[config.mk]
export PLATFORM = sky130hd
export DESIGN_NAME = sdh_queue
export DESIGN_NICKNAME = d
export VERILOG_FILES = /design/src/hdl/sdh_pkg.sv /design/src/hdl/sdh_queue.sv
export SDC_FILE = /design/constraint.sdc
export NUM_CORES = 1
export LEC_CHECK = 0
export BUFFER_PORTS_ARGS = -buffer_cell sky130_fd_sc_hd__buf_2
export CELL_PAD_IN_SITES_DETAIL_PLACEMENT = 0
export CELL_PAD_IN_SITES_GLOBAL_PLACEMENT = 2
export CORE_MARGIN = 10
export CORE_UTILIZATION = 29
export CTS_CLUSTER_DIAMETER = 150
export DETAILED_ROUTE_END_ITERATION = 10
export PLACE_DENSITY_LB_ADDON = 0.1
export SLEW_MARGIN = 10
export SYNTH_ARGS = -nofsm -noshare
export SYNTH_HDL_FRONTEND = slang
export SYNTH_SLANG_ARGS = --single-unit
[constraint.sdc]
create_clock -name clk -period 2.17 [get_ports clk]
set_input_delay 0.217 -clock clk [delete_from_list [all_inputs] [get_ports clk]]
set_output_delay 0.217 -clock clk [all_outputs]
set_load 0.02 [all_outputs]
[src/hdl/sdh_pkg.sv]
package sdh_pkg;

	// Default sizing of the block.
	localparam int MAX_WIDTH_DEF  = 1024;
	localparam int MAX_DIST_DEF   = 2;
	localparam int COUNT_BITS_DEF = 21;

	// Fixed field widths and histogram geometry.
	localparam int PIXEL_BITS    = 8;
	localparam int BIN_BITS      = 9;
	localparam int NBINS         = 511;
	localparam int GRAY_MAX      = 255;
	localparam int ACT_BITS      = 2;
	localparam int IMG_W_BITS    = 11;
	localparam int DIST_BITS     = 2;
	localparam int DIR_BITS      = 2;
	localparam int ROW_BITS      = 11;
	localparam int CFG_IDX_BITS  = 2;
	localparam int CFG_DATA_BITS = 11;
	localparam int QUEUE_DEPTH   = 4;

	localparam logic [IMG_W_BITS-1:0] IMAGE_WIDTH_RESET   = 11'd1024;
	localparam logic [DIST_BITS-1:0]  PAIR_DISTANCE_RESET = 2'd1;

	typedef enum logic [ACT_BITS-1:0] {
		ACT_CLEAR = 2'd0,
		ACT_PIXEL = 2'd1,
		ACT_READ  = 2'd2
	} action_t;

	typedef enum logic [DIR_BITS-1:0] {
		DIR_0   = 2'd0,
		DIR_45  = 2'd1,
		DIR_90  = 2'd2,
		DIR_135 = 2'd3
	} dir_t;

	typedef enum logic [CFG_IDX_BITS-1:0] {
		REG_IMAGE_WIDTH   = 2'd0,
		REG_PAIR_DISTANCE = 2'd1,
		REG_DIRECTION     = 2'd2
	} reg_idx_t;

	// Operations handed from the front end to the histogram engine.
	typedef enum logic [1:0] {
		OP_CLEAR = 2'd0,
		OP_PAIR  = 2'd1,
		OP_READ  = 2'd2
	} op_t;

	typedef struct packed {
		logic [IMG_W_BITS-1:0] image_width;
		logic [DIST_BITS-1:0]  pair_distance;
		dir_t                  direction;
	} cfg_t;

	typedef struct packed {
		op_t                 op;
		logic [BIN_BITS-1:0] sum_bin;
		logic [BIN_BITS-1:0] diff_bin;
	} hist_op_t;

endpackage

[src/hdl/sdh_queue.sv]
module sdh_queue #(
	parameter int DEPTH = 4
) (
	input  logic              clk,
	input  logic              arst_n,
	input  logic              push,
	input  sdh_pkg::hist_op_t push_data,
	output logic              full,
	input  logic              pop,
	output sdh_pkg::hist_op_t head,
	output logic              empty
);

	localparam int PB = (DEPTH > 1) ? $clog2(DEPTH) : 1;
	localparam int CB = $clog2(DEPTH + 1);

	sdh_pkg::hist_op_t entry_q [DEPTH];
	logic [PB-1:0] wr_ptr_q;
	logic [PB-1:0] rd_ptr_q;
	logic [CB-1:0] count_q;

	assign full  = (count_q == CB'(DEPTH));
	assign empty = (count_q == '0);
	assign head  = entry_q[rd_ptr_q];

	always_ff @(posedge clk) begin
		if (push) begin
			entry_q[wr_ptr_q] <= push_data;
		end
	end

	always_ff @(posedge clk or negedge arst_n) begin
		if (!arst_n) begin
			wr_ptr_q <= '0;
			rd_ptr_q <= '0;
			count_q  <= '0;
		end else begin
			if (push) begin
				wr_ptr_q <= (wr_ptr_q == PB'(DEPTH - 1)) ? '0 : wr_ptr_q + PB'(1);
			end
			if (pop) begin
				rd_ptr_q <= (rd_ptr_q == PB'(DEPTH - 1)) ? '0 : rd_ptr_q + PB'(1);
			end
			if (push && !pop) begin
				count_q <= count_q + CB'(1);
			end else if (pop && !push) begin
				count_q <= count_q - CB'(1);
			end
		end
	end

endmodule

Word level (Yosys, flattened, before mapping)
Memories as Yosys holds them, arrays and structs flattened.
Cells that the tools add are included.
Widths: inputs -> output; s select.
{"block": "totals", "ff_bits": 7, "ramBits": 80, "inputBits": 24, "out_inout_bits": 22, "wordCells": 23, "n_memories": 1}
{"block": "classes", "n_addsub": 4, "eq_ne": 3, "muxes": 6, "n_reduce_logical": 6}
{"name": "entry_q", "words": 4, "word_bits": 20, "read_ports": 1, "rd_ports_with_merged_regs": 0, "wr": 1, "line": "sdh_queue.sv:17", "rtl": "sdh_pkg::hist_op_t entry_q [DEPTH];"}
{"operator": "$mux 3", "count": 2}
{"operator": "$add 2x1->2 const B", "count": 2}
{"operator": "$eq 2x2->1 const B", "count": 2}
{"operator": "$mux 2", "count": 2}
{"operator": "$add 3x1->3 const B", "count": 1}
{"operator": "$eq 3x3->1 const B", "count": 1}
{"operator": "$logic_not 3->1", "count": 1}
{"operator": "$sub 3x1->3 const B", "count": 1}
{"operator": "$logic_and 1x1->1", "count": 2}
{"operator": "$logic_not 1->1", "count": 2}
{"operator": "$mux 1", "count": 2}
{"operator": "$reduce_bool 2->1", "count": 1}

Logic depth before layout (Yosys ltp)
{"block": "depth", "ltp_word": 4, "ltp_mapped": 7, "ltp_nobuf": 7}

Worst setup path after synthesis
OpenSTA, ideal clock, no wires.
{"block": "synth_path", "kind": "register to register", "from": "register wr_ptr_q[0]", "to": "memory entry_q[2][0] (netlist name) (enable)", "setup_ns": 0.378, "arrival_ns": 1.142, "required_ns": 1.792, "setup_slack_ns": 0.649, "stages_incl_launch_ff": 4, "path_buffers": 0, "period_less_slack_ns": 1.521, "cell_sequence": "dfrtp_1 -> inv_1 -> ha_1 -> and2_1"}
{"element": "start: declaration", "line": "sdh_queue.sv:18", "rtl": "logic [PB-1:0] wr_ptr_q;"}
{"element": "start signal: assignment", "line": "sdh_queue.sv:39", "rtl": "wr_ptr_q <= (wr_ptr_q == PB'(DEPTH - 1)) ? '0 : wr_ptr_q + PB'(1);"}
{"element": "end: declaration", "line": "sdh_queue.sv:17"}
Straight into the memory's write port.

==> results.json <==
{
  "rsz0062_at_grt": "false",
  "ys_seq_elements": 87,
  "finalNonFillerCells": 347,
  "overflow": 0,
  "yosysMostFrequentCell": "edfxtp_1",
  "clock_path_buffers": 2,
  "drive_gt1_frac": 0.4348,
  "synthesis.instances": 141,
  "cts_root_buf": "clkbuf_16",
  "ff2ff_setup_slack_ps": 730,
  "cts_num_sinks": 87,
  "reg2reg_from": "wr_ptr_q[0]",
  "highest_layer": "met4",
  "ant_nets": 0,
  "final_util": 0.3671,
  "grt_max_degree": 21,
  "crit_type": "reg2out",
  "setup_viol": 0,
  "slew_headroom": 0.7739,
  "syn_nets": 172,
  "synth_edf_count": 80,
  "reg2reg_depth": 4,
  "clk_latency_ps": 330,
  "drtPass1Iterations": 4,
  "maxCapViolCount": 0,
  "cts_tree": "yes",
  "syn_to_final_growth_pct": 21.95,
  "routed_via_density": 4.392,
  "clock_skew_ps": 3.603,
  "critical_path.startpoint": "rd_ptr_q[0]",
  "status": "complete, no violations",
  "ioPinCount": 46,
  "gp_congestion": 0.7394,
  "synth_top_area_cell": "edfxtp_1",
  "drt_iter0_markers": 52,
  "final_nets": 233,
  "place_area_um2": 3747,
  "synth_top_area_share": 0.7267,
  "yosys_warnings": 0,
  "async_reset_ff_frac": 0.08046,
  "ys_seq_area_frac": 0.7797,
  "worst_hold_path_type": "in2reg",
  "final_max_slew_viol_count": 0,
  "required_ps": 1950,
  "port_buffers": 45,
  "path_max_fanout": 17,
  "dieArea_um2": 16070,
  "clk_pin_slew_ps": 70,
  "dp_hpwl_um": 4262,
  "dp.cells": 330,
  "synth_area_leaders": "edfxtp_1, mux4_2, dfrtp_1",
  "wl_met2_um": 3313,
  "die_w_um": 126.8,
  "synth_common_cells": "edfxtp_1, mux4_2, dfrtp_1",
  "min_period_over_period": 0.9366,
  "first_global_vias": 1756,
  "initial_core_util": 0.3010,
  "cts-resized-gates": 0,
  "cts_buffers": 9,
  "synth_area_um2": 3306,
  "core_area_um2": 10980,
  "r2r-end": "entry_q[2][16]",
  "wl_um": 6313,
  "die_h_um": 126.8,
  "power.density_nw_per_um2": 1337,
  "synth-main-ff-cell": "edfxtp_1",
  "max_clock_freq_ghz": 0.4920,
  "cp-end-kind": "output port",
  "final_area_um2": 4031,
  "rows": 38,
  "grt_use_total": 0.08025,
  "ys_types": 19,
  "min_period_ps": 2032,
  "tns_ps": 0,
  "tightest_slew_ps": 339.2,
  "met1_length_um": 2670,
  "num_antenna_cells": 0,
  "drc": 0,
  "arrival_ps": 1820,
  "cp-start-kind": "flop",
  "p_leak_nw": 1.425,
  "antenna_found_initial": 0,
  "fill_cells": 1024,
  "wl_met3_um": 276,
  "crit_path_end": "head[1]",
  "wire_per_inst_um": 18.19,
  "ir_worst_vdd_v": 0.0005608,
  "grt_pass1_wl_um": 9715,
  "finalHoldViolations": 0,
  "syn-mean-instance-area_um2": 23.44,
  "vias": 1524,
  "h-tree-depth": 3
}
layer usage:
| layer | up-vias | global-route usage |
|---|---|---|
| li1 | 697 | - |
| met3 | 4 | 0.02957 |
| met5 | - | 0 |
| met1 | 792 | 0.08886 |
| met2 | 31 | 0.1358 |
| met4 | 0 | 0.03416 |
placed cells by master, fill, tap and decap left out:
| cell | synthesis | final |
|---|---|---|
| nand2_1 | 1 | 1 |
| edfxtp_1 | 80 | 80 |
| nor2_1 | 2 | 2 |
| xor2_1 | 2 | 2 |
| mux2_2 | 3 | 3 |
| nor3b_1 | 1 | 1 |
| inv_1 | 5 | 5 |
| clkbuf_16 | 0 | 9 |
| mux4_1 | 2 | 2 |
| fa_1 | 1 | 1 |
| nor3_1 | 1 | 1 |
| o21ai_0 | 2 | 2 |
| dlygate4sd3_1 | 0 | 1 |
| ha_1 | 6 | 6 |
| clkinv_2 | 0 | 1 |
| buf_2 | 2 | 45 |
| mux4_2 | 18 | 18 |
| buf_12 | 0 | 1 |
| inv_6 | 0 | 2 |
| and2_1 | 4 | 4 |
| clkinvlp_4 | 0 | 3 |
| buf_4 | 0 | 7 |
| xnor2_1 | 1 | 1 |
| clkbuf_1 | 0 | 1 |
| dfrtp_2 | 0 | 1 |
| nand3_1 | 1 | 1 |
| dfrtp_1 | 7 | 6 |
repair_timing:
action | CTS | global route
buffers inserted | 0 | 0
hold buffers | 1 | 0
endpoints found under the hold margin | 7 | 0
kinds of logic (layout without fill, tap and decap cells):
family                     Yosys count  count (layout)  share of synthesized area
xor gates and xnor gates             3               3                   0.007950
buffers and inverters                9              75                    0.01552
muxes                               23              23                     0.1488
DFF                                 87              87                     0.7797
and+or+nand+nor                     10              10                    0.01627
AOI/OAI and AO/OA                    2               2                   0.003028
adders and majority gates            7               7                    0.02877
layout make-up:
class	count	area [um2]	share of cell area
flip-flops and latches	87	2579	0.6397
multi-input cells	45	676.9	0.1679
repair buffers	54	307.8	0.07635
clock buffers	10	229.0	0.05680
well taps	140	175.2	0.04345
clock inverters	6	45.04	0.01117
inverters	5	18.77	0.004655
registers in the layout (all words and copies together) (netlist names):
| signal | cells |
|---|---|
| count_q | 3 |
| entry_q | 80 |
| rd_ptr_q | 2 |
| wr_ptr_q | 2 |
power by group:
| group | internal (mW) | switching (mW) |
|---|---|---|
| combinational | 0.740 | 0.912 |
| clock | 0.781 | 0.622 |
| sequential | 2.17 | 0.163 |
worst max-delay path, cell delays in order, from the launching register on:
cell     delay [ps]
dfrtp_2         520
buf_12          220
mux4_1          560
buf_2           180
worst min-delay path by stage:
stage / start / depth (start not counted) / slack (ps) / endpoint
floorplan: arst_n / 0 / -80 / count_q[0]
global placement: arst_n / 1 / 70 / wr_ptr_q[1]
detailed placement: arst_n / 1 / 80 / wr_ptr_q[0]
CTS: push_data[18] / 1 / 80 / entry_q[0][18]
global route: push_data[7] / 1 / 90 / entry_q[0][7]
finish: push_data[18] / 1 / 90 / entry_q[0][18]
stage by stage:
| stage | hold slack, ps | power, mW | worst slack, ps |
|---|---|---|---|
| final | 94.18 | 5.389 | 137.6 |
| after global routing | 90.24 | 5.700 | 24.25 |
| after CTS | 79.99 | 5.528 | 80.49 |
| after detailed placement | 77.24 | 4.104 | 438.7 |
| after global placement | 66.41 | 4.050 | 451.5 |
| after floorplan | -78.59 | 3.490 | 649.4 |
(Power assumes the default switching activity.)
